===== src/rtl/calsa_queue.sv =====
// two entry request queue between front and back end
module calsa_queue #(
    parameter int W = 8
) (
    input  logic         clk,
    input  logic         rst_n,
    input  logic         push_valid,
    output logic         push_ready,
    input  logic [W-1:0] push_data,
    output logic         pop_valid,
    input  logic         pop_ready,
    output logic [W-1:0] pop_data
);

    logic [W-1:0] mem_reg [2];
    logic         wr_ptr_reg, wr_ptr_next;
    logic         rd_ptr_reg, rd_ptr_next;
    logic [1:0]   count_reg, count_next;
    logic         push_fire, pop_fire;

    assign push_ready = (count_reg != 2'd2);
    assign pop_valid  = (count_reg != 2'd0);
    assign pop_data   = mem_reg[rd_ptr_reg];
    assign push_fire  = push_valid & push_ready;
    assign pop_fire   = pop_valid & pop_ready;

    // pointer and fill count update
    always_comb
    begin
        wr_ptr_next = push_fire ? ~wr_ptr_reg : wr_ptr_reg;
        rd_ptr_next = pop_fire ? ~rd_ptr_reg : rd_ptr_reg;
        count_next  = count_reg;
        if (push_fire && !pop_fire)
        begin
            count_next = count_reg + 2'd1;
        end
        else if (pop_fire && !push_fire)
        begin
            count_next = count_reg - 2'd1;
        end
    end

    always_ff @(posedge clk or negedge rst_n)
    begin
        if (!rst_n)
        begin
            wr_ptr_reg <= 1'b0;
            rd_ptr_reg <= 1'b0;
            count_reg  <= 2'd0;
        end
        else
        begin
            wr_ptr_reg <= wr_ptr_next;
            rd_ptr_reg <= rd_ptr_next;
            count_reg  <= count_next;
        end
    end

    // entry storage
    always_ff @(posedge clk)
    begin
        if (push_fire)
        begin
            mem_reg[wr_ptr_reg] <= push_data;
        end
    end

endmodule


===== config.mk =====
export PLATFORM = sky130hd
export DESIGN_NAME = calsa_queue
export DESIGN_NICKNAME = d
export VERILOG_FILES = /design/src/rtl/calsa_queue.sv
export SDC_FILE = /design/constraint.sdc
export NUM_CORES = 1
export LEC_CHECK = 0
export BUFFER_PORTS_ARGS = -buffer_cell sky130_fd_sc_hd__buf_4
export CAP_MARGIN = 25
export CORE_MARGIN = 4
export CORE_UTILIZATION = 35
export CTS_BUF_LIST = sky130_fd_sc_hd__clkbuf_2 sky130_fd_sc_hd__clkbuf_4 sky130_fd_sc_hd__clkbuf_8
export DETAILED_ROUTE_END_ITERATION = 10
export HOLD_SLACK_MARGIN = 0.1
export PLACE_DENSITY = 0.57
export SLEW_MARGIN = 5
export SYNTH_ARGS = -nofsm -noshare
export SYNTH_HDL_FRONTEND = slang
export SYNTH_SLANG_ARGS = --single-unit

===== constraint.sdc =====
create_clock -name clk -period 1.37 [get_ports clk]
set_input_delay 0.274 -clock clk [delete_from_list [all_inputs] [get_ports clk]]
set_output_delay 0.274 -clock clk [all_outputs]
set_load 0.01 [all_outputs]

==> qor.csv, run 1 <==
stage,metric,value,unit
routing,drtIter0Drc,4,
worst_setup_path,cp_num_buf_inv,2,
finish,diodes,0,
finish,area.growth.synth_to_final,51.7,%
worst_setup_path,worstSetupEndpointType,output pin,
floorplanning,pin_count,22,
routing,route.vias.total,464,
worst_setup_path,cp_top_family,flip-flops,
routing,first_pass_iters,3,
place,io_buffers,21,
clocking,clk_path_buf_depth,2,
power_and_ir_drop,peakVddDrop,1070,uV
routing,drt-wirelength-per-cell,12.8,um
power_and_ir_drop,p_leak,0.498,nW
yosys,postSynthAreaPerCell,18.3,um^2
grt,grt.total_usage,9.41,%
place,pre_cts_ws,-0.000731,ns
worst_setup_path,cp_cell_sequence,buf_6 > mux2_4 > buf_6,
floorplanning,fp.dieH,55.4,um
min_path,hold_depth,1,
yosys,syn_inst,43,
outcome,violations,setup timing,
sta,fin_ws,-0.178,ns
sta,fin_tns_setup,-1.34,ns
yosys,synth.distinct_cells,14,
sta,fin_crit,1.55,ns
sta,final-setup-viol-count,9,
routing,drcViolationCount,0,
worst_setup_path,startpoint,rd_ptr_reg,
finish,drive_gt1_share,69.2,%
floorplanning,die_w,55.4,um
grt,antenna_found_initial,0,
sta,max_freq,0.646,GHz
worst_setup_path,r2r_cells,6,
routing,drtAntennaViolNets,0,
yosys,synth_seq_cells,20,
routing,wirelength,1340,um
finish,fin_util,58.5,%
outcome,outcome,"finished, violations left",
min_path,holdPathEnd,mem_reg[1][1],
finish,fin_nets,93,
worst_setup_path,crit_type,reg2out,
clocking,cts.sinks,20,
sta,slew_headroom,90.4,%
worst_setup_path,rrSetupSlack,0.03,ns
worst_setup_path,cpMaxStageDelayCell,dfrtp_2,
flow_run,cap_violations,0,
yosys,netlist_area,787,um^2
yosys,ys_seq_area_share,73.8,%
worst_setup_path,crit_fanout,5,
finish,multi_input_area,249,um^2
finish,largest_reg_flops,16,
worst_setup_path,path_common_cell,buf_6,
yosys,synth_warnings,0,
routing,via_per_inst,4.42,
grt,grt_pass1_wl,2220,um
floorplanning,start_util,38.5,%
finish,seqCellArea,583,um^2
grt,grt_pass1_vias,487,
place,dp_hpwl,929,um
floorplanning,die-area,3070,um^2
clocking,cts_tree,yes,
worst_setup_path,worstPathArrival,1.27,ns
clocking,cts_root_buffer,clkbuf_4,
sta,worstMarginPinSlew,0.142,ns
place,place_congestion,0.648,
worst_setup_path,start_kind,flop,
finish,fill_cells,164,
sta,grt_setup_unrepaired,yes,
worst_setup_path,worstPathRequired,1.10,ns
sta,hold_viol_final,0,
power_and_ir_drop,power_density,2090,nW/um^2
sta,skew,0.00262,ns
min_path,hp-class,in2reg,
yosys,syn_nets,56,
grt,grt-ovfl-total,0,
sta,finalCritPeriodShare,113,%
clocking,htreeDepth,1,
worst_setup_path,r2r-end,count_reg[1],
floorplanning,core,2040,um^2
worst_setup_path,critPathMaxStageDelay,0.43,ns
clocking,clkLatencyLatePin,0.29,ns
clocking,cts_inserted_buffers,3,
floorplanning,row_count,16,
grt,grt_max_degree,11,
min_path,hold_start,push_data[1],
worst_setup_path,regToRegStartpoint,count_reg[1],
clocking,cts.clk_slew.worst_paths,0.10,ns
sta,report.final.slew_viol_count,0,
## cell usage after synthesis (all sizes together)
cell type / number / share of area [%]
and3: 1 / 0.80
buf: 1 / 0.64
or2: 1 / 1.1
xor2: 2 / 2.2
dfrtp: 4 / 13
xnor2: 3 / 3.3
ha: 1 / 1.6
nand2b: 1 / 1.7
mux2: 8 / 11
edfxtp: 16 / 61
inv: 1 / 0.48
nor2: 2 / 0.95
nand2: 2 / 1.9
## worst register-to-register path, delay by kind of cell (launching register included)
kind	cells	cell delay [ns]
AND/OR/NAND/NOR	3	0.40
XOR/XNOR	2	0.26
adder cells (fa/ha/maj)	1	0.13
flip-flops	1	0.45
## placed cells by master, fill, tap and decap left out
cell / netlist / routed
buf_4: 0 / 19
edfxtp_1: 16 / 16
buf_6: 0 / 13
mux2_4: 0 / 5
mux2_2: 8 / 3
xnor2_1: 3 / 3
clkbuf_4: 0 / 3
nand2_4: 1 / 2
nor2_2: 0 / 2
dfrtp_1: 4 / 2
dfrtp_2: 0 / 2
nand2b_4: 1 / 1
inv_4: 0 / 1
or2_4: 1 / 1
and3_1: 1 / 1
xor2_2: 0 / 1
xor2_1: 2 / 1
ha_4: 0 / 1
dlygate4sd3_1: 0 / 1
## per-layer routing
| layer | GRT usage, % | routed length [um] |
|---|---|---|
| met5 | 0 | 0 |
| met4 | 4.17 | 26 |
| met3 | 3.50 | 86 |
| met2 | 15.0 | 676 |
| met1 | 11.2 | 554 |
## worst max-delay path by stage
stage | to | slack (ns) | cells past startpoint
CTS | pop_data[6] | -0.19 | 3
floorplan | count_reg[1] | -0.01 | 6
detailed placement | count_reg[1] | -0.0007 | 6
global placement | count_reg[1] | 0.003 | 6
global route | pop_data[6] | -0.23 | 3
finish | pop_data[2] | -0.18 | 3
## stage by stage
stage	instance area (um^2)	hold slack (ns)	total power, W	cells
5_1_grt	1190	0.137	0.00265	105
4_1_cts	1120	0.151	0.00233	103
6_report	1190	0.163	0.00249	105
3_5_place_dp	1030	0.0773	0.00188	97
3_3_place_gp	1030	0.0761	0.00187	97
2_1_floorplan	790	-0.0216	0.00146	43
## cell families (layout without fill, tap and decap cells)
kind of cell,Yosys count,count (layout),synth area share (%)
buffers and inverters,2,37,1.11
flip-flops,20,20,73.8
AND/OR/NAND/NOR,7,7,6.52
adder cells (fa/ha/maj),1,1,1.59
multiplexers,8,8,11.4
XOR/XNOR,5,5,5.57
## cell type report
class | instances | share of cell area, %
clock buffer | 3 | 1.89
inverter | 1 | 0.524
multi-input combinational | 21 | 20.9
sequential | 20 | 48.8
tap | 27 | 2.83
timing repair buffer | 33 | 25.1
## report_power, final
part | switching [W] | internal (W) | total [W]
Combinational | 0.000496 | 0.000794 | 0.00129
Sequential | 0.0000852 | 0.000856 | 0.000941
Clock | 0.000156 | 0.000102 | 0.000259
## timing repair
| item | CTS | global route |
|---|---|---|
| setup buffers | 3 | 2 |
| resized for setup | 14 | 16 |
| hold endpoints to repair | 4 | 0 |
| hold buffers | 1 | 0 |
| pin swaps | 1 | 2 |
| setup endpoints to repair | 11 | 15 |
Note: power is estimated with default switching activity, not from simulation.
==> inputs of run 2 (changes only) <==
--- a/config.mk
+++ b/config.mk
@@ -12,7 +12,7 @@
 export CTS_BUF_LIST = sky130_fd_sc_hd__clkbuf_2 sky130_fd_sc_hd__clkbuf_4 sky130_fd_sc_hd__clkbuf_8
 export DETAILED_ROUTE_END_ITERATION = 10
 export HOLD_SLACK_MARGIN = 0.1
-export PLACE_DENSITY = 0.57
+export PLACE_DENSITY = 0.55
 export SLEW_MARGIN = 5
 export SYNTH_ARGS = -nofsm -noshare
 export SYNTH_HDL_FRONTEND = slang
==> constraint.sdc (replaced) <==
create_clock -name clk -period 1.53 [get_ports clk]
set_input_delay 0.306 -clock clk [delete_from_list [all_inputs] [get_ports clk]]
set_output_delay 0.306 -clock clk [all_outputs]
set_load 0.01 [all_outputs]
==> qor.csv, run 2 (synthesis gave the netlist of run 1 again) <==
stage,metric,value,unit,change
outcome,outcome,"finished, violations left",,
outcome,violations,setup timing,,
sta,grt_setup_unrepaired,yes,,
clocking,cts.clk_slew.worst_paths,0.11,ns,about the same
worst_setup_path,worstPathArrival,1.30,ns,+0.03 ns
routing,drtAntennaViolNets,0,,unchanged
sta,finalCritPeriodShare,105,%,
grt,antenna_found_initial,0,,unchanged
routing,via_per_inst,4.41,,-0.26%
worst_setup_path,worstSetupEndpointType,output pin,,
worst_setup_path,crit_type,reg2out,,
power_and_ir_drop,netSwitchingFraction,29.9,%,+0.25 points
power_and_ir_drop,p_seq_share,40.4,%,+2.6 points
sta,fin_crit,1.61,ns,
floorplanning,pin_count,22,,unchanged
worst_setup_path,worstPathRequired,1.22,ns,+0.12 ns
finish,drive_gt1_share,57.9,%,-11 points
floorplanning,die_w,55.4,um,unchanged
clocking,clk_path_buf_depth,2,,unchanged
sta,slew_headroom,87.2,%,-3.2 points
worst_setup_path,crit_fanout,4,,-1
grt,grt.total_usage,10.0,%,+0.62 points
place,place_congestion,0.680,,+5.0%
place,dp_hpwl,897,um,-3.5%
finish,largest_reg_flops,16,,unchanged
grt,grt_pass1_vias,490,,+0.62%
clocking,htreeDepth,1,,unchanged
finish,fin_area,1120,um^2,-5.9%
place,pre_cts_ws,0.0872,ns,+0.0880 ns
clocking,cts_tree,yes,,
sta,hold_viol_final,0,,unchanged
power_and_ir_drop,peakVddDrop,1050,uV,-1.3%
routing,drt-wirelength-per-cell,13.8,um,+7.8%
sta,skew,0.00526,ns,+0.00264 ns
min_path,hp-class,in2reg,,
floorplanning,row_count,16,,unchanged
power_and_ir_drop,power_density,1870,nW/um^2,-10%
power_and_ir_drop,internal-power,0.00147,W,-16%
sta,max_freq,0.622,GHz,
finish,fin_nets,90,,-3.2%
power_and_ir_drop,total_power,0.00210,W,-16%
floorplanning,core,2040,um^2,unchanged
finish,layout_common_cells,"buf_4 (20), edfxtp_1 (16), buf_6 (9)",,
power_and_ir_drop,p_comb_share,47.6,%,-4.2 points
floorplanning,start_util,38.5,%,unchanged
routing,first_pass_iters,2,,-1
finish,final_common_cell,buf_4,,
sta,worstMarginPinSlew,0.192,ns,+0.0493 ns
sta,final-setup-viol-count,8,,-1
grt,grt-ovfl-total,0,,unchanged
routing,drcViolationCount,0,,unchanged
place,io_buffers,21,,unchanged
power_and_ir_drop,p_clk_share,11.9,%,+1.5 points
flow_run,cap_violations,0,,unchanged
worst_setup_path,start_kind,flop,,
power_and_ir_drop,p_leak,0.478,nW,-4.0%
floorplanning,die-area,3070,um^2,unchanged
routing,wirelength,1420,um,+5.7%
clocking,cts_root_buffer,clkbuf_4,,
sta,report.final.slew_viol_count,0,,unchanged
routing,drtIter0Drc,3,,-1
finish,area.growth.synth_to_final,42.8,%,
clocking,cts_inserted_buffers,3,,unchanged
power_and_ir_drop,p_switching,0.000627,W,-15%
floorplanning,fp.dieH,55.4,um,unchanged
finish,diodes,0,,unchanged
place,dpl_cell_area,988,um^2,-3.9%
routing,route.vias.total,454,,-2.2%
grt,grt_pass1_wl,2280,um,+2.8%
clocking,clkLatencyLatePin,0.30,ns,about the same
grt,grt_max_degree,12,,+1
sta,fin_ws,-0.0766,ns,+0.101 ns
clocking,cts.sinks,20,,unchanged
## run 2: repair_timing
| item | 4_1_cts | 5_1_grt |
|---|---|---|
| pin swaps | 0 | 0 |
| resized for setup | 8 | 8 |
| endpoints found under the setup margin | 8 | 10 |
| hold buffers | 1 | 0 |
| endpoints found under the hold margin | 4 | 0 |
| buffers inserted | 4 | 2 |
## run 2: layout make-up
type	instances	area, um^2
sequential	20	582
inverter	1	3.75
tap	27	33.8
clock inverter	1	3.75
fill	174	918
multi-input combinational	21	216
clock buffer	3	22.5
timing repair buffer	30	262
## run 2: path summary, 6_finish.rpt
path	endpoint	slack [ns]	from	depth (start not counted)
max	pop_data[3]	-0.08	rd_ptr_reg	3
min in group asynchronous	count_reg[1]	0.32	rst_n	2
min	mem_reg[0][1]	0.18	push_data[1]	1
min reg2reg	wr_ptr_reg	0.50	wr_ptr_reg	1
max in group asynchronous	rd_ptr_reg	1.09	rst_n	2
max reg2reg	count_reg[1]	0.11	count_reg[0]	6
## run 2: stage by stage
step	util (%)	instances	TNS, ns	hold slack [ns]
after floorplan	-	43	0	0.0104
after CTS	52.8	101	-0.582	0.173
after detailed placement	48.4	92	0	0.108
after global placement	48.4	92	0	0.108
after global routing	55.0	103	-0.924	0.151
final	55.0	103	-0.485	0.182
## run 2: worst max-delay path, cell delays in order (launching register included)
cell     delay, ns
dfrtp_2       0.44
buf_6         0.14
mux2_4        0.30
buf_6         0.12
## run 2: layer usage
metal	up-vias	wire length [um]	global-route usage, %
met5	-	0	0
met4	0	16	4.17
met3	2	75	4.66
met2	15	722	17.1
met1	216	606	10.6
li1	221	-	-
## run 2: power by group through the flow
stage	clock network [W]	logic, W	registers (W)
finish	0.000250	0.00100	0.000849
global route	0.000294	0.00108	0.000862
CTS	0.000261	0.000906	0.000845
detailed placement	0	0.000720	0.000888
global placement	0	0.000716	0.000883
floorplan	0	0.000472	0.000828
