[src/rtl/calsa_pkg.sv]
// shared types, constants and prototype table for the structural alphabet classifier
package calsa_pkg;

    // result field widths
    localparam int LETTER_W = 5;
    localparam int POS_W    = 12;

    // feature format (signed Q8.8)
    localparam int FEAT_W   = 16;
    localparam int FEAT_MAX = 32767;

    // shared multiplier operand width and product width
    localparam int MUL_W  = 34;
    localparam int PROD_W = 2 * MUL_W;

    // square root unit widths
    localparam int RAD_W  = 64;
    localparam int ROOT_W = 33;
    localparam int LEN_W  = 32;

    // plane distance divider dividend width
    localparam int DIV_W = 52;

    // cross product component width
    localparam int NRM_W = 33;

    // sequencer counter width and vector size
    localparam int CNT_W = 7;
    localparam int AXES  = 3;
    localparam int CROSS_TERMS = 6;

    // prototype table
    localparam int PROTO_ROWS = 27;
    localparam int PROTO_COLS = 4;

    localparam logic signed [FEAT_W-1:0] PROTO [PROTO_ROWS][PROTO_COLS] = '{
        '{16'sd1380, 16'sd1303, 16'sd1377, 16'sd748},
        '{16'sd1390, 16'sd1303, 16'sd1388, 16'sd753},
        '{16'sd1385, 16'sd1339, 16'sd1436, 16'sd732},
        '{16'sd1439, 16'sd1344, 16'sd1388, 16'sd735},
        '{16'sd1431, 16'sd1405, 16'sd1480, 16'sd660},
        '{16'sd1382, 16'sd1428, 16'sd1388, 16'sd868},
        '{16'sd1480, 16'sd1454, 16'sd1554, 16'sd374},
        '{16'sd1421, 16'sd1981, 16'sd1434, -16'sd847},
        '{16'sd1434, 16'sd1718, 16'sd1408, 16'sd945},
        '{16'sd1457, 16'sd2071, 16'sd1452, 16'sd791},
        '{16'sd1449, 16'sd2291, 16'sd1674, 16'sd535},
        '{16'sd1449, 16'sd2281, 16'sd1705, -16'sd374},
        '{16'sd1449, 16'sd2066, 16'sd1715, 16'sd758},
        '{16'sd1459, 16'sd1859, 16'sd1797, 16'sd225},
        '{16'sd1544, 16'sd1754, 16'sd1444, -16'sd161},
        '{16'sd1656, 16'sd1516, 16'sd1423, 16'sd136},
        '{16'sd1682, 16'sd2294, 16'sd1428, -16'sd561},
        '{16'sd1718, 16'sd2117, 16'sd1400, -16'sd911},
        '{16'sd1590, 16'sd2358, 16'sd1477, 16'sd69},
        '{16'sd1759, 16'sd2120, 16'sd1544, -16'sd881},
        '{16'sd1764, 16'sd2289, 16'sd1731, -16'sd123},
        '{16'sd1720, 16'sd2335, 16'sd1641, -16'sd847},
        '{16'sd1718, 16'sd2468, 16'sd1664, -16'sd666},
        '{16'sd1636, 16'sd2542, 16'sd1728, -16'sd274},
        '{16'sd1759, 16'sd2575, 16'sd1667, -16'sd361},
        '{16'sd1659, 16'sd2604, 16'sd1815, 16'sd169},
        '{16'sd1741, 16'sd2650, 16'sd1754, -16'sd64}
    };

    // back end sequencer states
    typedef enum logic [3:0] {
        ST_IDLE,
        ST_LEN,
        ST_LEN_SQ,
        ST_LEN_WT,
        ST_PL_MAX,
        ST_PL_SH,
        ST_PL_CR,
        ST_PL_NN,
        ST_PL_SQ,
        ST_PL_SQW,
        ST_PL_DOT,
        ST_PL_DVI,
        ST_PL_DIV,
        ST_PL_RES,
        ST_CLS,
        ST_OUT
    } back_state_t;

    // square root unit request and response
    typedef struct packed {
        logic             start;
        logic [RAD_W-1:0] radicand;
    } sqrt_req_t;

    typedef struct packed {
        logic              done;
        logic [ROOT_W-1:0] root;
    } sqrt_rsp_t;

endpackage

[src/rtl/calsa_sqrt.sv]
// iterative rounded square root, two radicand bits per cycle
module calsa_sqrt (
    input  logic                 clk,
    input  logic                 rst_n,
    input  calsa_pkg::sqrt_req_t req,
    output calsa_pkg::sqrt_rsp_t rsp
);

    localparam int RW = calsa_pkg::RAD_W;

    logic          busy_reg, busy_next;
    logic [RW-1:0] rem_reg, rem_next;
    logic [RW-1:0] root_reg, root_next;
    logic [RW-1:0] bit_reg, bit_next;
    logic [RW-1:0] trial;
    logic          finish;

    assign trial  = root_reg + bit_reg;
    assign finish = busy_reg & (bit_reg == '0);

    // rounded result: bump when remainder exceeds the root
    assign rsp.done = finish;
    assign rsp.root = (rem_reg > root_reg) ? (root_reg[calsa_pkg::ROOT_W-1:0] + 1'b1)
                                           : root_reg[calsa_pkg::ROOT_W-1:0];

    // digit recurrence
    always_comb
    begin
        busy_next = busy_reg;
        rem_next  = rem_reg;
        root_next = root_reg;
        bit_next  = bit_reg;
        if (req.start)
        begin
            busy_next = 1'b1;
            rem_next  = req.radicand;
            root_next = '0;
            bit_next  = RW'(1) << (RW - 2);
        end
        else if (finish)
        begin
            busy_next = 1'b0;
        end
        else if (busy_reg)
        begin
            if (rem_reg >= trial)
            begin
                rem_next  = rem_reg - trial;
                root_next = (root_reg >> 1) + bit_reg;
            end
            else
            begin
                root_next = root_reg >> 1;
            end
            bit_next = bit_reg >> 2;
        end
    end

    always_ff @(posedge clk or negedge rst_n)
    begin
        if (!rst_n)
        begin
            busy_reg <= 1'b0;
        end
        else
        begin
            busy_reg <= busy_next;
        end
    end

    always_ff @(posedge clk)
    begin
        rem_reg  <= rem_next;
        root_reg <= root_next;
        bit_reg  <= bit_next;
    end

endmodule

[config.mk]
export PLATFORM = sky130hd
export DESIGN_NAME = calsa_sqrt
export DESIGN_NICKNAME = d
export VERILOG_FILES = /design/src/rtl/calsa_pkg.sv /design/src/rtl/calsa_sqrt.sv
export SDC_FILE = /design/constraint.sdc
export NUM_CORES = 1
export LEC_CHECK = 0
export ABC_CLOCK_PERIOD_IN_PS = 31700
export BUFFER_PORTS_ARGS = -buffer_cell sky130_fd_sc_hd__buf_2
export CAP_MARGIN = 30
export CORE_MARGIN = 3
export CORE_UTILIZATION = 50
export CTS_BUF_LIST = sky130_fd_sc_hd__clkbuf_16
export DETAILED_ROUTE_END_ITERATION = 8
export GPL_ROUTABILITY_DRIVEN = 0
export PLACE_DENSITY = 0.78
export SYNTH_ARGS = -nofsm -noshare
export SYNTH_HDL_FRONTEND = slang
export SYNTH_SLANG_ARGS = --single-unit
[constraint.sdc]
create_clock -name clk -period 31.7 [get_ports clk]
set_input_delay 3.17 -clock clk [delete_from_list [all_inputs] [get_ports clk]]
set_output_delay 3.17 -clock clk [all_outputs]
set_load 0.02 [all_outputs]
==> summary by stage <==
Routing
The detailed-route wire length is 55,150 µm. In this run the remaining antenna-violating nets after routing total 0. The number of detailed-route iterations in the first pass is 7. After detailed routing, the number of remaining DRC violations is 0. In the final routed layout, each cell accounts on average for 20.06 µm. Using the TritonRoute via totals, the vias-per-cell ratio works out to 6.510.

After the first detailed-routing iteration, the DRC count stood at 2,543. The routed layout has 17.90k vias.

Placed design
The placement-stage cell area is 17,990 µm². The number of I/O port buffers is 100. The number of placed instances with taps included is 2,718. The post-DP HPWL is 41,780 µm. Timing analysis after detailed placement gives a worst setup slack of 23.99 ns.

Clocking
After clock tree synthesis, the flow added hold-fix buffers numbering 0. The buffer cell driving the clock tree root is sky130_fd_sc_hd__clkbuf_16. The number of instances resized during post-cts repair is 0. The H-tree generated during clock tree synthesis spans 4 levels.

TritonCTS built the clock tree. Once the clock tree was built, the setup fixing pass inserted 0 buffers. The latest clock arrival within the worst-skew pair is 0.46 ns. The clock-pin slew on the worst setup and hold paths is 0.07 ns.

The number of buffers created by CTS is 17. The longest clock path from root to sink contains 2 buffers. The clock sink count is 161.

Synthesis
Counting flops and latches in the post-synthesis netlist gives 161. The distinct cell type count after synthesis is 81. The post-synthesis instance total is 2,287. The yosys synthesis warning count is 0. The net count after synthesis is 2,550. The async set-reset flop share out of synthesis is 0.6211%. After synthesis the cells add up to 17,300 µm².

The synthesized design spends more area on one cell type than any other, namely sky130_fd_sc_hd__ha_1. The area fraction of the dominant cell type after synthesis is 14.10%. Counting flops with a built-in enable in the synthesized netlist gives 64.

The average footprint of a synthesized cell is 7.566 µm². Sorting the synthesized cells by area gives the leading types as sky130_fd_sc_hd__ha_1 14%, sky130_fd_sc_hd__dfxtp_1 11%, sky130_fd_sc_hd__edfxtp_1 11%. The share of the yosys chip area belonging to registers is 22.36%. For this run, the leading register cell type out of synthesis is sky130_fd_sc_hd__dfxtp_1.

Global route
The pin count of the biggest net entering global routing is 80. The number of antenna violations at the first check in global routing was 0. The wire length of the first global-routing pass is 86,850 µm. The global routing usage summed across all routing layers is 29.34%. Global routing finished with a remaining overflow of 0. The number of global-route vias before repair is 16.52k.

Worst setup path
The kind of capture point of the worst setup path is a flip-flop. The length in cells of the worst reg-to-reg path is 22. The worst reg2reg path endpoint is root_reg[56].

The required time reported for the critical path endpoint is 32.03 ns. The start point of the critical path is root_reg[3]. The critical path class is reg -> reg.

Setup slack on the worst reg-to-reg path comes out at 23.58 ns. The startpoint identified for the worst register-to-register timing path is root_reg[3]. STA puts the critical path data arrival time at 8.45 ns. STA classifies the critical path startpoint as a flip-flop. The largest fanout on the critical path is 79.

STA
Setup violations remaining at the end of the flow were counted as 0. Once routing completed, OpenROAD measured the worst setup slack at 23.58 ns. Setup repair after global routing left no endpoint under its margin. The final critical delay including setup and external delays is 8.119 ns. The transition at the pin with the smallest max-transition slack is 1.017 ns.

In the final timing run, aggregate negative setup slack is 0 ns. The final critical path takes up 25.61% of the cycle. In this run the tightest slew margin relative to its limit is 31.79%. The number of hold violations in the final report came to 0. Across all hold checks on the routed design, the worst slack comes to 0.5224 ns. The final setup skew is 0.01161 ns. The number of max-slew violations in the final report was 0. The peak clock frequency supported by timing is 0.1232 GHz.

Die
The floorplan has 67 rows. The full die area is 36,870 µm². The starting density of the core is 51.22%. The floorplan step set the die height to 192.0 µm. 101 I/O pins were placed.

The core footprint is 33,780 µm². The width of the chip is 192.0 µm.

Final layout
The final design area excluding fillers is 18,560 µm². The number of antenna diodes in the final layout is 0. The post-layout net count is 2,552. In the final layout, the share of cells above drive strength 1 is 8.127%. The area growth from synthesis to layout is 7.253%. The number of standard cells in the final layout excluding fillers is 2,749.

Power
Across the VDD grid, the largest voltage drop is 0.00008858 V. The leakage component of the power is 7.149 nW. Power spread over the standard cell area amounts to 116.2 nW/µm².

Outcome
The flow ran to the end, and the final reports show no timing, DRC or antenna violations.

Min path
For hold timing, the worst endpoint is bit_reg[0]. In this run the worst hold path is classified as reg -> reg. The start point of the worst hold path is bit_reg[0].

The worst hold path depth is 2.

Flow run
The count of max-cap constraint violations is 0.
-- where the power goes --
part | leakage, nW | total [mW] | internal [mW] | switching [mW]
registers | 1.45 | 0.450 | 0.325 | 0.125
logic | 5.42 | 1.49 | 0.562 | 0.933
clock network | 0.283 | 0.211 | 0.111 | 0.100
total | 7.15 | 2.16 | 0.998 | 1.16
-- kinds of logic (layout without fill, tap and decap cells) --
logic type	Yosys count	in the layout	synth area share [%]
flip-flops	161	161	22.36
adder cells (fa/ha/maj)	196	196	14.22
XOR/XNOR	189	189	9.567
buffers and inverters	227	241	5.112
AO/OA/AOI/OAI	771	771	28.35
multiplexers	12	12	0.7159
AND/OR/NAND/NOR	731	731	19.68
-- metrics by stage --
stage	total power [mW]	util [%]
4_1_cts	2.105	54.93
6_report	2.156	54.93
2_1_floorplan	1.510	-
5_1_grt	2.313	54.93
3_5_place_dp	1.884	53.25
3_3_place_gp	1.844	53.21
-- Yosys cell counts (7+ instances only) --
library cell               number
sky130_fd_sc_hd__edfxtp_1      64
sky130_fd_sc_hd__a221oi_1       7
sky130_fd_sc_hd__or2_2          7
sky130_fd_sc_hd__buf_2         16
sky130_fd_sc_hd__mux2i_1        9
sky130_fd_sc_hd__nand4_1       70
sky130_fd_sc_hd__or3_1         14
sky130_fd_sc_hd__o31ai_1       11
sky130_fd_sc_hd__ha_1         195
sky130_fd_sc_hd__a311oi_1       8
sky130_fd_sc_hd__nand3_1       61
sky130_fd_sc_hd__nand2_1      285
sky130_fd_sc_hd__and3_1        19
sky130_fd_sc_hd__a21oi_1      190
sky130_fd_sc_hd__nor2_1       155
sky130_fd_sc_hd__and2_1        18
sky130_fd_sc_hd__nor2b_1       11
sky130_fd_sc_hd__nor3_1        36
sky130_fd_sc_hd__o21bai_1      30
sky130_fd_sc_hd__o211ai_1      12
sky130_fd_sc_hd__nor4_1        19
sky130_fd_sc_hd__dfxtp_1       96
sky130_fd_sc_hd__o21ai_0      199
sky130_fd_sc_hd__a211oi_1      51
sky130_fd_sc_hd__nand2b_1      12
sky130_fd_sc_hd__inv_1         99
sky130_fd_sc_hd__clkbuf_1     106
sky130_fd_sc_hd__a21o_1        80
sky130_fd_sc_hd__a21boi_0       8
sky130_fd_sc_hd__o21a_1        20
sky130_fd_sc_hd__xnor2_1      147
sky130_fd_sc_hd__a31oi_1       72
sky130_fd_sc_hd__and4_1        10
sky130_fd_sc_hd__a31o_2        14
sky130_fd_sc_hd__xor2_1        42
-- worst max path at each step --
stage	end	slack (ns)	depth (start not counted)
after global routing	root_reg[56]	23.34	22
after global placement	root_reg[40]	24.03	22
after detailed placement	root_reg[40]	23.99	21
after floorplan	rem_reg[0]	21.52	21
final	root_reg[56]	23.58	22
after CTS	root_reg[56]	23.94	22
-- per-layer routing --
metal  share of wire, %  up-vias  track usage, %
li1                   -     8432               -
met1                 43     8265           40.57
met2                 43     1049           45.02
met3                 11      150           6.352
met4                3.4        0           10.51
met5                  0        -               0
-- worst max-delay path: stages (launching register included) --
cell                       delay, ns
sky130_fd_sc_hd__dfxtp_1        0.92
sky130_fd_sc_hd__nand2_1        0.15
sky130_fd_sc_hd__o21bai_1       0.24
sky130_fd_sc_hd__a31oi_1        0.22
sky130_fd_sc_hd__o21ai_0        0.73
sky130_fd_sc_hd__a31oi_1        0.46
sky130_fd_sc_hd__o21a_1         0.36
sky130_fd_sc_hd__o21ai_0        0.62
sky130_fd_sc_hd__a21boi_0       0.27
sky130_fd_sc_hd__o21ai_0        0.21
sky130_fd_sc_hd__o31a_1         0.20
sky130_fd_sc_hd__ha_1           0.37
sky130_fd_sc_hd__nand2_1        0.13
sky130_fd_sc_hd__o21ai_0        0.14
sky130_fd_sc_hd__o21ai_0        0.18
sky130_fd_sc_hd__a31oi_1        0.09
sky130_fd_sc_hd__o21ai_0        0.64
sky130_fd_sc_hd__o21bai_1       0.32
sky130_fd_sc_hd__nor2_4         0.23
sky130_fd_sc_hd__buf_4          0.73
sky130_fd_sc_hd__nand2_1        0.35
sky130_fd_sc_hd__o221ai_1       0.29
sky130_fd_sc_hd__a211oi_1       0.07
-- cell type report --
cell class | instances | area [µm²]
fill | 3126 | 15230
multi-input combinational | 1899 | 12590
sequential | 161 | 3869
timing repair buffer | 111 | 593.1
tap | 448 | 560.5
clock buffer | 19 | 475.5
inverter | 99 | 371.6
clock inverter | 12 | 93.84
-- layout by cell type, fill, tap and decap left out, drive strengths merged, types with 13 or more instances in the layout --
master and instances:
inv 106, and3 20, a21o 80, a31o 14, clkbuf 19, dfxtp 96, o21bai 30, nor3 36
a21oi 192, nand3 61, nor2 156, xnor2 147, edfxtp 64, o21a 20, o21ai 203, nor4 19
a31oi 73, ha 195, nand2 285, nand4 70, or3 14, o31ai 13, xor2 42, buf 111
and2 19, a211oi 53
Power figures use the tool's default switching activity.
