[src/rtl/calsa_pkg.sv]
// shared types, constants and prototype table for the structural alphabet classifier
package calsa_pkg;

    // result field widths
    localparam int LETTER_W = 5;
    localparam int POS_W    = 12;

    // feature format (signed Q8.8)
    localparam int FEAT_W   = 16;
    localparam int FEAT_MAX = 32767;

    // shared multiplier operand width and product width
    localparam int MUL_W  = 34;
    localparam int PROD_W = 2 * MUL_W;

    // square root unit widths
    localparam int RAD_W  = 64;
    localparam int ROOT_W = 33;
    localparam int LEN_W  = 32;

    // plane distance divider dividend width
    localparam int DIV_W = 52;

    // cross product component width
    localparam int NRM_W = 33;

    // sequencer counter width and vector size
    localparam int CNT_W = 7;
    localparam int AXES  = 3;
    localparam int CROSS_TERMS = 6;

    // prototype table
    localparam int PROTO_ROWS = 27;
    localparam int PROTO_COLS = 4;

    localparam logic signed [FEAT_W-1:0] PROTO [PROTO_ROWS][PROTO_COLS] = '{
        '{16'sd1380, 16'sd1303, 16'sd1377, 16'sd748},
        '{16'sd1390, 16'sd1303, 16'sd1388, 16'sd753},
        '{16'sd1385, 16'sd1339, 16'sd1436, 16'sd732},
        '{16'sd1439, 16'sd1344, 16'sd1388, 16'sd735},
        '{16'sd1431, 16'sd1405, 16'sd1480, 16'sd660},
        '{16'sd1382, 16'sd1428, 16'sd1388, 16'sd868},
        '{16'sd1480, 16'sd1454, 16'sd1554, 16'sd374},
        '{16'sd1421, 16'sd1981, 16'sd1434, -16'sd847},
        '{16'sd1434, 16'sd1718, 16'sd1408, 16'sd945},
        '{16'sd1457, 16'sd2071, 16'sd1452, 16'sd791},
        '{16'sd1449, 16'sd2291, 16'sd1674, 16'sd535},
        '{16'sd1449, 16'sd2281, 16'sd1705, -16'sd374},
        '{16'sd1449, 16'sd2066, 16'sd1715, 16'sd758},
        '{16'sd1459, 16'sd1859, 16'sd1797, 16'sd225},
        '{16'sd1544, 16'sd1754, 16'sd1444, -16'sd161},
        '{16'sd1656, 16'sd1516, 16'sd1423, 16'sd136},
        '{16'sd1682, 16'sd2294, 16'sd1428, -16'sd561},
        '{16'sd1718, 16'sd2117, 16'sd1400, -16'sd911},
        '{16'sd1590, 16'sd2358, 16'sd1477, 16'sd69},
        '{16'sd1759, 16'sd2120, 16'sd1544, -16'sd881},
        '{16'sd1764, 16'sd2289, 16'sd1731, -16'sd123},
        '{16'sd1720, 16'sd2335, 16'sd1641, -16'sd847},
        '{16'sd1718, 16'sd2468, 16'sd1664, -16'sd666},
        '{16'sd1636, 16'sd2542, 16'sd1728, -16'sd274},
        '{16'sd1759, 16'sd2575, 16'sd1667, -16'sd361},
        '{16'sd1659, 16'sd2604, 16'sd1815, 16'sd169},
        '{16'sd1741, 16'sd2650, 16'sd1754, -16'sd64}
    };

    // back end sequencer states
    typedef enum logic [3:0] {
        ST_IDLE,
        ST_LEN,
        ST_LEN_SQ,
        ST_LEN_WT,
        ST_PL_MAX,
        ST_PL_SH,
        ST_PL_CR,
        ST_PL_NN,
        ST_PL_SQ,
        ST_PL_SQW,
        ST_PL_DOT,
        ST_PL_DVI,
        ST_PL_DIV,
        ST_PL_RES,
        ST_CLS,
        ST_OUT
    } back_state_t;

    // square root unit request and response
    typedef struct packed {
        logic             start;
        logic [RAD_W-1:0] radicand;
    } sqrt_req_t;

    typedef struct packed {
        logic              done;
        logic [ROOT_W-1:0] root;
    } sqrt_rsp_t;

endpackage

[src/rtl/calsa_ifs.sv]
// point and result channel interfaces
interface calsa_in_if #(
    parameter int COORD_WIDTH = 24
);
    logic                          valid;
    logic                          ready;
    logic signed [COORD_WIDTH-1:0] x_coord;
    logic signed [COORD_WIDTH-1:0] y_coord;
    logic signed [COORD_WIDTH-1:0] z_coord;
    logic                          present;
    logic                          chain_start;

    modport source (output valid, x_coord, y_coord, z_coord, present, chain_start,
                    input ready);
    modport sink   (input valid, x_coord, y_coord, z_coord, present, chain_start,
                    output ready);
endinterface


[src/rtl/calsa_front.sv]
// front end: point window, emission check and difference vectors
module calsa_front #(
    parameter int COORD_WIDTH  = 24,
    parameter int MAX_RESIDUES = 4096,
    parameter int ENT_W        = 12 * (COORD_WIDTH + 1) + calsa_pkg::POS_W
) (
    input  logic             clk,
    input  logic             rst_n,
    calsa_in_if.sink         point,
    output logic             push_valid,
    input  logic             push_ready,
    output logic [ENT_W-1:0] push_data
);

    localparam int CW    = COORD_WIDTH;
    localparam int DW    = COORD_WIDTH + 1;
    localparam int CNT_W = $clog2(MAX_RESIDUES);
    localparam int PW    = calsa_pkg::POS_W;

    logic signed [CW-1:0] wx_reg [3];
    logic signed [CW-1:0] wy_reg [3];
    logic signed [CW-1:0] wz_reg [3];
    logic [2:0]           wv_reg, wv_next;
    logic [CNT_W-1:0]     count_reg, count_next;

    logic                 accept;
    logic [2:0]           wv_eff;
    logic                 emit;
    logic [CNT_W-1:0]     idx;
    logic [CNT_W+PW-1:0]  idx_ext;

    logic signed [DW-1:0] ax, ay, az, bx, by, bz, cx, cy, cz, dx, dy, dz;

    assign accept      = point.valid & point.ready;
    assign point.ready = push_ready;

    // window state as seen by this point
    assign wv_eff  = point.chain_start ? 3'b000 : wv_reg;
    assign emit    = point.present & (&wv_eff);
    assign idx     = point.chain_start ? '0 : count_reg;
    assign idx_ext = {{PW{1'b0}}, idx};

    // sign extended corners
    assign ax = $signed({wx_reg[0][CW-1], wx_reg[0]});
    assign ay = $signed({wy_reg[0][CW-1], wy_reg[0]});
    assign az = $signed({wz_reg[0][CW-1], wz_reg[0]});
    assign bx = $signed({wx_reg[1][CW-1], wx_reg[1]});
    assign by = $signed({wy_reg[1][CW-1], wy_reg[1]});
    assign bz = $signed({wz_reg[1][CW-1], wz_reg[1]});
    assign cx = $signed({wx_reg[2][CW-1], wx_reg[2]});
    assign cy = $signed({wy_reg[2][CW-1], wy_reg[2]});
    assign cz = $signed({wz_reg[2][CW-1], wz_reg[2]});
    assign dx = $signed({point.x_coord[CW-1], point.x_coord});
    assign dy = $signed({point.y_coord[CW-1], point.y_coord});
    assign dz = $signed({point.z_coord[CW-1], point.z_coord});

    // request: u = b-a, v = c-a, w = d-a, x = d-b, position
    assign push_valid = point.valid & emit;
    assign push_data  = {bx - ax, by - ay, bz - az,
                         cx - ax, cy - ay, cz - az,
                         dx - ax, dy - ay, dz - az,
                         dx - bx, dy - by, dz - bz,
                         idx_ext[PW-1:0]};

    // window valid flags and saturating position count
    always_comb
    begin
        wv_next    = wv_reg;
        count_next = count_reg;
        if (accept)
        begin
            wv_next = {point.present, wv_eff[2:1]};
            if (idx < CNT_W'(MAX_RESIDUES - 1))
            begin
                count_next = idx + 1'b1;
            end
            else
            begin
                count_next = CNT_W'(MAX_RESIDUES - 1);
            end
        end
    end

    always_ff @(posedge clk or negedge rst_n)
    begin
        if (!rst_n)
        begin
            wv_reg    <= 3'b000;
            count_reg <= '0;
        end
        else
        begin
            wv_reg    <= wv_next;
            count_reg <= count_next;
        end
    end

    // point window shift
    always_ff @(posedge clk)
    begin
        if (accept)
        begin
            wx_reg[0] <= wx_reg[1];
            wy_reg[0] <= wy_reg[1];
            wz_reg[0] <= wz_reg[1];
            wx_reg[1] <= wx_reg[2];
            wy_reg[1] <= wy_reg[2];
            wz_reg[1] <= wz_reg[2];
            wx_reg[2] <= point.x_coord;
            wy_reg[2] <= point.y_coord;
            wz_reg[2] <= point.z_coord;
        end
    end

endmodule

[src/flat_wrapper.sv]
// flat-port wrapper written by rule: the top's interface ports become plain ports
module calsa_front_flat 
#(
    parameter int COORD_WIDTH  = 24,
    parameter int MAX_RESIDUES = 4096,
    parameter int ENT_W        = 12 * (COORD_WIDTH + 1) + calsa_pkg::POS_W
)
  (clk, rst_n, push_valid, push_ready, push_data, point_valid, point_x_coord, point_y_coord, point_z_coord, point_present, point_chain_start, point_ready);
  calsa_in_if #(.COORD_WIDTH(COORD_WIDTH)) point_i ();
  input  logic clk;
  input  logic rst_n;
  output logic push_valid;
  input  logic push_ready;
  output logic [ENT_W-1:0] push_data;
  input wire logic [$bits(point_i.valid)-1:0] point_valid;
  input wire logic [$bits(point_i.x_coord)-1:0] point_x_coord;
  input wire logic [$bits(point_i.y_coord)-1:0] point_y_coord;
  input wire logic [$bits(point_i.z_coord)-1:0] point_z_coord;
  input wire logic [$bits(point_i.present)-1:0] point_present;
  input wire logic [$bits(point_i.chain_start)-1:0] point_chain_start;
  output wire logic [$bits(point_i.ready)-1:0] point_ready;
  assign point_i.valid = point_valid;
  assign point_i.x_coord = point_x_coord;
  assign point_i.y_coord = point_y_coord;
  assign point_i.z_coord = point_z_coord;
  assign point_i.present = point_present;
  assign point_i.chain_start = point_chain_start;
  assign point_ready = point_i.ready;
  calsa_front #(.COORD_WIDTH(COORD_WIDTH), .MAX_RESIDUES(MAX_RESIDUES), .ENT_W(ENT_W)) u_core (.clk(clk), .rst_n(rst_n), .point(point_i), .push_valid(push_valid), .push_ready(push_ready), .push_data(push_data));
endmodule
[config.mk]
export PLATFORM = sky130hd
export DESIGN_NAME = calsa_front_flat
export DESIGN_NICKNAME = d
export VERILOG_FILES = /design/src/rtl/calsa_pkg.sv /design/src/rtl/calsa_ifs.sv /design/src/rtl/calsa_front.sv /design/src/flat_wrapper.sv
export SDC_FILE = /design/constraint.sdc
export NUM_CORES = 1
export LEC_CHECK = 0
export ABC_AREA = 1
export BUFFER_PORTS_ARGS = -buffer_cell sky130_fd_sc_hd__buf_2
export CORE_MARGIN = 2
export CORE_UTILIZATION = 50
export DETAILED_ROUTE_END_ITERATION = 8
export PLACE_DENSITY = 0.75
export SKIP_LAST_GASP = 1
export SLEW_MARGIN = 15
export SYNTH_ARGS = -nofsm -noshare
export SYNTH_HDL_FRONTEND = slang
export SYNTH_SLANG_ARGS = --single-unit
export TNS_END_PERCENT = 30
[constraint.sdc]
create_clock -name clk -period 2.5 [get_ports clk]
set_input_delay 0.25 -clock clk [delete_from_list [all_inputs] [get_ports clk]]
set_output_delay 0.25 -clock clk [all_outputs]
set_load 0.01 [all_outputs]
==> results.py, run 1 <==
metrics = {
    "status": {
        "outcome": "complete, but fails checks",
        "violations": "design-rule violations, negative setup slack",
    },
    "setup_path": {
        "arrival_ns": 2.68,
        "worst-path-max-fanout": 3,
        "startpoint_type": "register",
        "setup.worst_path.class": "register to primary output",
        "critPathCaptureType": "primary output",
        "required_ns": 2.25,
    },
    "drt": {
        "dr.pass1.iters": 8,
        "wl_per_cell_um": 18.6,
        "drt-initial-drc-count": 3343,
        "vias": 35600,
        "routed_wl_um": 125000,
        "via_per_inst": 5.32,
        "ant_nets": 0,
        "drcViolationCount": 2,
    },
    "global_routing": {
        "use_met2_pct": 62.9,
        "grt_use_met1_pct": 45.3,
        "track_usage_pct": 36.7,
        "met3_usage_pct": 4.05,
        "grt_max_degree": 92,
        "grt_overflow": 0,
        "grt_pass1_vias": 32300,
        "busiest_layer": "met2",
        "antenna_found_initial": 3,
        "grt_pass1_wl_um": 173000,
    },
    "final_layout": {
        "final_nets": 6270,
        "layout_common_cells": "1,727 x nand2_1, 1,079 x inv_1, 356 x buf_2",
        "drive_above_1_share_pct": 33.4,
        "final_common_cell": "nand2_1",
        "layout.cells.non_filler": 6691,
        "area_growth_pct": 47.8,
    },
    "floorplanning": {
        "die_h_um": 247,
        "num_rows": 89,
        "dieArea_sq_mm": 0.0611,
        "die_w_um": 247,
        "io-pin-count": 392,
        "core_area_sq_mm": 0.0588,
        "initial_core_util_pct": 50.3,
    },
    "clocking": {
        "numCtsBuffers": 27,
        "clockBufferDepth": 3,
        "root_buffer": "clkbuf_16",
        "insertion_delay_ns": 0.58,
        "cts_tree": "built",
        "path_clk_slew_ns": 0.07,
        "htreeDepth": 1,
        "clock-sinks": 231,
    },
    "power": {
        "power.density_mw_per_mm2": 373,
        "ir_worst_vdd_v": 0.000532,
        "p_leak_uw": 0.0234,
        "power_uw": 16300,
    },
    "placed_design": {
        "dp_hpwl_um": 92000,
        "place_ws_ns": 0.00765,
        "gp_congestion": 1.02,
        "io_buffer_count": 391,
        "placedCellCount": 6280,
    },
    "synthesis": {
        "syn-cell-area_sq_mm": 0.0296,
        "async_flop_share_pct": 6.49,
        "ys_ff_latch": 231,
        "syn_area_per_cell_sq_um": 5.83,
        "synthCells": 5072,
        "seq_area_frac_synth_pct": 23.2,
        "netlist-cell-type-count": 33,
        "synth_edf_count": 216,
        "synth_nets": 5451,
        "synth_flop_cell": "edfxtp_1",
        "yosysWarnings": 0,
    },
    "timing": {
        "slew-limit-headroom_pct": 63.6,
        "worst_pin_slew_ns": 0.545,
        "fin_crit_ns": 2.93,
        "fin_crit_sh_pct": 117,
        "fin_ws_ns": -0.425,
        "finalSetupViolCount": 251,
        "whs_ns": 0.0219,
        "slew_viol_final": 0,
        "fin_skew_ns": 0.0239,
        "hold_viol_final": 0,
        "rsz0062_at_grt": "yes",
        "fmax_ghz": 0.342,
    },
    "min_path": {
        "holdCritPathClass": "input pin to register",
    },
    "flow_run": {
        "max_cap_viol_count": 0,
    },
}
## cell type report
type	instances	area, sq um
flip-flops and latches	231	6860
well taps	773	967
diodes	6	15.0
fillers	4478	15100
inverters	1241	4790
multi-input cells	3595	24600
clock buffers	29	683
repair buffers	795	5660
clock inverters	21	176
## per-stage QoR
stage          instance area, sq um  utilization, %  setup TNS (ns)
6_report                      43700            74.4          -49.90
5_1_grt                       43700            74.3          -71.41
4_1_cts                       38900            66.2          -47.78
3_5_place_dp                  32900            55.9               0
3_3_place_gp                  32900            55.9               0
2_1_floorplan                 29600               -               0
## cells in the mapped netlist, types with 15 or more instances
cell / n / share of area [%]
or2_2: 15 / 0.32
nor2_1: 397 / 5.0
nand3b_1: 25 / 0.63
inv_1: 1240 / 16
and2_1: 15 / 0.32
nand3_1: 253 / 4.3
ha_1: 289 / 12
nor3_1: 26 / 0.44
nand2_1: 2153 / 27
dfrtp_1: 15 / 1.3
a21oi_1: 152 / 2.6
xor2_1: 143 / 4.2
nand4_1: 79 / 1.7
edfxtp_1: 216 / 22
## worst paths after layout
check | from | to | slack, ns | cells past startpoint
worst max-delay path | u_core.wy_reg[0][0] | push_data[132] | -0.43 | 10
min in group asynchronous | rst_n | u_core.count_reg[5] | 0.12 | 2
max in group asynchronous | rst_n | u_core.wv_reg[0] | 2.10 | 2
worst min register to register | u_core.wy_reg[0][66] | u_core.wy_reg[0][42] | 0.46 | 0
worst min-delay path | point_y_coord[8] | u_core.wy_reg[0][56] | 0.02 | 1
worst max register to register | u_core.count_reg[0] | u_core.count_reg[9] | 0.73 | 9
## kinds of logic after synthesis
family                   share of synthesized area, %
XOR/XNOR                                         4.59
adder cells (fa/ha/maj)                          13.0
AO/OA/AOI/OAI                                    2.80
AND/OR/NAND/NOR                                  40.5
flip-flops                                       23.2
buffers and inverters                            15.9
## routing by layer
layer | routed length, um | vias up
met5 | 0 | -
met4 | 8570 | 0
met3 | 10700 | 496
met2 | 58800 | 1831
met1 | 46500 | 16300
li1 | - | 16900
## power breakdown
part	switching, uW	total [uW]	internal, uW
clock	1760	3950	2200
combinational	4640	7720	3080
sequential	177	4620	4450
## what timing repair did
action,in CTS,in global routing
setup endpoints to repair,261,261
buffers inserted,139,152
endpoints found under the hold margin,81,0
hold buffers,67,0
pin swaps,197,309
gates resized for setup,721,919
## worst max-delay path: stages (launching register included)
cell,delay [ns]
edfxtp_1,0.48
ha_4,0.22
fa_2,0.43
inv_2,0.10
nand2_2,0.05
nand2_2,0.07
and2_4,0.18
nand3b_1,0.18
nand4_1,0.18
nand2_2,0.08
buf_6,0.12
(Power assumes the default switching activity.)
==> inputs of run 2 (changes only) <==
- PLACE_DENSITY: 0.75 -> 0.77
- clock period: 2.5 -> 2.35 ns (I/O delays scaled with it)
==> run 2 against run 1 <==
Against the previous run:
- the run ends with negative setup slack left
- critical path depth grew 1
- critical path type unchanged
- clock skew grew 0.0016 ns
- non-clock buffer count shrank 37
- global-route usage shrank 0.57 points
- largest power group unchanged
- combinational power grew 4.5%
- core utilization shrank 1.5 points
- wire length grew 0.54%
==> results.py, run 2 (same netlist as run 1, synthesis figures left out) <==
metrics = {
    "power": {
        "ir_worst_vdd_v": 0.000578,
        "p_leak_uw": 0.0231,
        "power.density_mw_per_mm2": 413,
    },
    "setup_path": {
        "required_ns": 2.12,
        "worst-path-max-fanout": 3,
        "r2r_setup_slack_ns": 0.54,
        "r2r_start": "u_core.count_reg[1]",
        "crit_start": "u_core.wz_reg[0][0]",
        "setup.worst_path.class": "register to primary output",
        "crit_end": "push_data[257]",
        "critPathCaptureType": "primary output",
        "startpoint_type": "register",
        "r2r_end": "u_core.count_reg[11]",
        "arrival_ns": 2.63,
        "rr_worst_depth": 9,
    },
    "floorplanning": {
        "num_rows": 89,
        "initial_core_util_pct": 50.3,
        "die_w_um": 247,
        "core_area_sq_mm": 0.0588,
        "die_h_um": 247,
        "io-pin-count": 392,
        "dieArea_sq_mm": 0.0611,
    },
    "global_routing": {
        "grt_pass1_vias": 32300,
        "grt_pass1_wl_um": 171000,
        "grt_max_degree": 53,
        "track_usage_pct": 36.2,
        "antenna_found_initial": 13,
        "grt_overflow": 0,
    },
    "clocking": {
        "numCtsBuffers": 28,
        "clock-sinks": 231,
        "insertion_delay_ns": 0.58,
        "cts_tree": "built",
        "root_buffer": "clkbuf_16",
        "path_clk_slew_ns": 0.06,
        "htreeDepth": 1,
        "clockBufferDepth": 3,
    },
    "drt": {
        "vias": 35600,
        "dr.pass1.iters": 9,
        "via_per_inst": 5.35,
        "ant_nets": 0,
        "drt-initial-drc-count": 2798,
        "drcViolationCount": 0,
        "wl_per_cell_um": 18.8,
        "routed_wl_um": 125000,
    },
    "timing": {
        "fin_crit_ns": 2.86,
        "worst_pin_slew_ns": 0.481,
        "tns_ns": -89.42,
        "rsz0062_at_grt": "yes",
        "fin_skew_ns": 0.0255,
        "fin_ws_ns": -0.511,
        "fin_crit_sh_pct": 122,
        "slew-limit-headroom_pct": 67.7,
        "finalSetupViolCount": 271,
        "hold_viol_final": 0,
        "slew_viol_final": 0,
        "fmax_ghz": 0.350,
    },
    "final_layout": {
        "n_fill_cell": 4510,
        "drive_above_1_share_pct": 31.3,
        "ff_latch_area_sq_mm": 0.00686,
        "final_common_cell": "nand2_1",
        "final_nets": 6234,
        "multiInputGateArea_sq_mm": 0.0238,
        "utilization_pct": 72.8,
        "area_growth_pct": 44.8,
        "layout_common_cells": "1,781 x nand2_1, 1,100 x inv_1, 350 x buf_2",
    },
    "placed_design": {
        "dp_hpwl_um": 90600,
        "io_buffer_count": 391,
        "gp_congestion": 1.04,
    },
    "flow_run": {
        "max_cap_viol_count": 0,
    },
    "status": {
        "outcome": "complete, but fails checks",
        "violations": "negative setup slack",
    },
    "min_path": {
        "holdCritPathClass": "input pin to register",
    },
}
## run 2: cell count changes in the layout (fill, tap and decap cells not counted), moves of 7 or more
| cell | previous run | this run |
|---|---|---|
| buf_4 | 272 | 239 |
| inv_4 | 42 | 26 |
| nor2_4 | 80 | 58 |
| ha_1 | 31 | 47 |
| nand2_4 | 89 | 79 |
| nand2_2 | 338 | 296 |
| dlygate4sd3_1 | 67 | 74 |
| diode_2 | 6 | 14 |
| ha_2 | 6 | 27 |
| ha_4 | 252 | 215 |
| inv_1 | 1079 | 1100 |
| nand2_1 | 1727 | 1781 |
| nor2_2 | 76 | 93 |
## run 2: how the worst min path moves through the flow
stage / startpoint / endpoint / slack (ns) / cells past startpoint
after floorplan: rst_n / u_core.count_reg[0] / -0.06 / 0
after global placement: rst_n / u_core.count_reg[6] / 0.16 / 1
after detailed placement: rst_n / u_core.count_reg[6] / 0.17 / 1
after CTS: point_chain_start / u_core.count_reg[0] / 0.06 / 3
after global routing: point_chain_start / u_core.count_reg[0] / 0.08 / 3
final: point_chain_start / u_core.count_reg[0] / 0.05 / 3
## run 2: per-layer routing
metal / global-route usage (%) / vias to the layer above / share of wire [%]
li1: - / 16800 / -
met1: 43.8 / 16300 / 37
met3: 4.81 / 508 / 9.0
met2: 61.7 / 1951 / 47
met4: 20.6 / 4 / 7.0
met5: 0 / - / 0.020
## run 2: area by class of cell
cell class              instances  area share [%]
diodes                         14          0.0818
clock buffers                  35            1.75
clock inverters                15           0.500
inverters                    1241            11.1
multi-input cells            3595            55.7
flip-flops and latches        231            16.0
well taps                     773            2.26
repair buffers                758            12.6
## run 2: timing repair
action	in CTS	in global routing
endpoints found under the setup margin	268	268
setup buffers	62	120
hold buffers	74	0
gates resized for setup	469	1021
pin swaps	106	280
hold endpoints to repair	88	0
## run 2: metrics by stage
| stage | instances | power [uW] | instance area (sq um) | worst slack, ns | hold slack, ns |
|---|---|---|---|---|---|
| 6_report | 6662 | 17700 | 42800 | -0.511 | 0.0480 |
| 2_1_floorplan | 5072 | 8570 | 29600 | 0.316 | -0.0606 |
| 5_1_grt | 6659 | 18400 | 42800 | -0.563 | 0.0840 |
| 3_5_place_dp | 6342 | 10900 | 33300 | -0.0206 | 0.168 |
| 4_1_cts | 6528 | 16200 | 37700 | -0.464 | 0.0564 |
| 3_3_place_gp | 6342 | 10900 | 33300 | -0.00288 | 0.165 |
## run 2: power by group
part	internal, uW	switching (uW)	total (uW)
Clock	2800	1880	4670
Combinational	3190	4870	8070
Sequential	4730	207	4940
Total	10700	6960	17700
## run 2: critical path: stages (launching register included)
cell and delay [ns]:
edfxtp_1 0.47, ha_2 0.24, fa_2 0.40, inv_2 0.09, nand2_2 0.05, nand2_2 0.06
and2_4 0.15, nand3b_1 0.18, nand3_1 0.13, nand2_1 0.06, nand2_1 0.07, buf_2 0.13
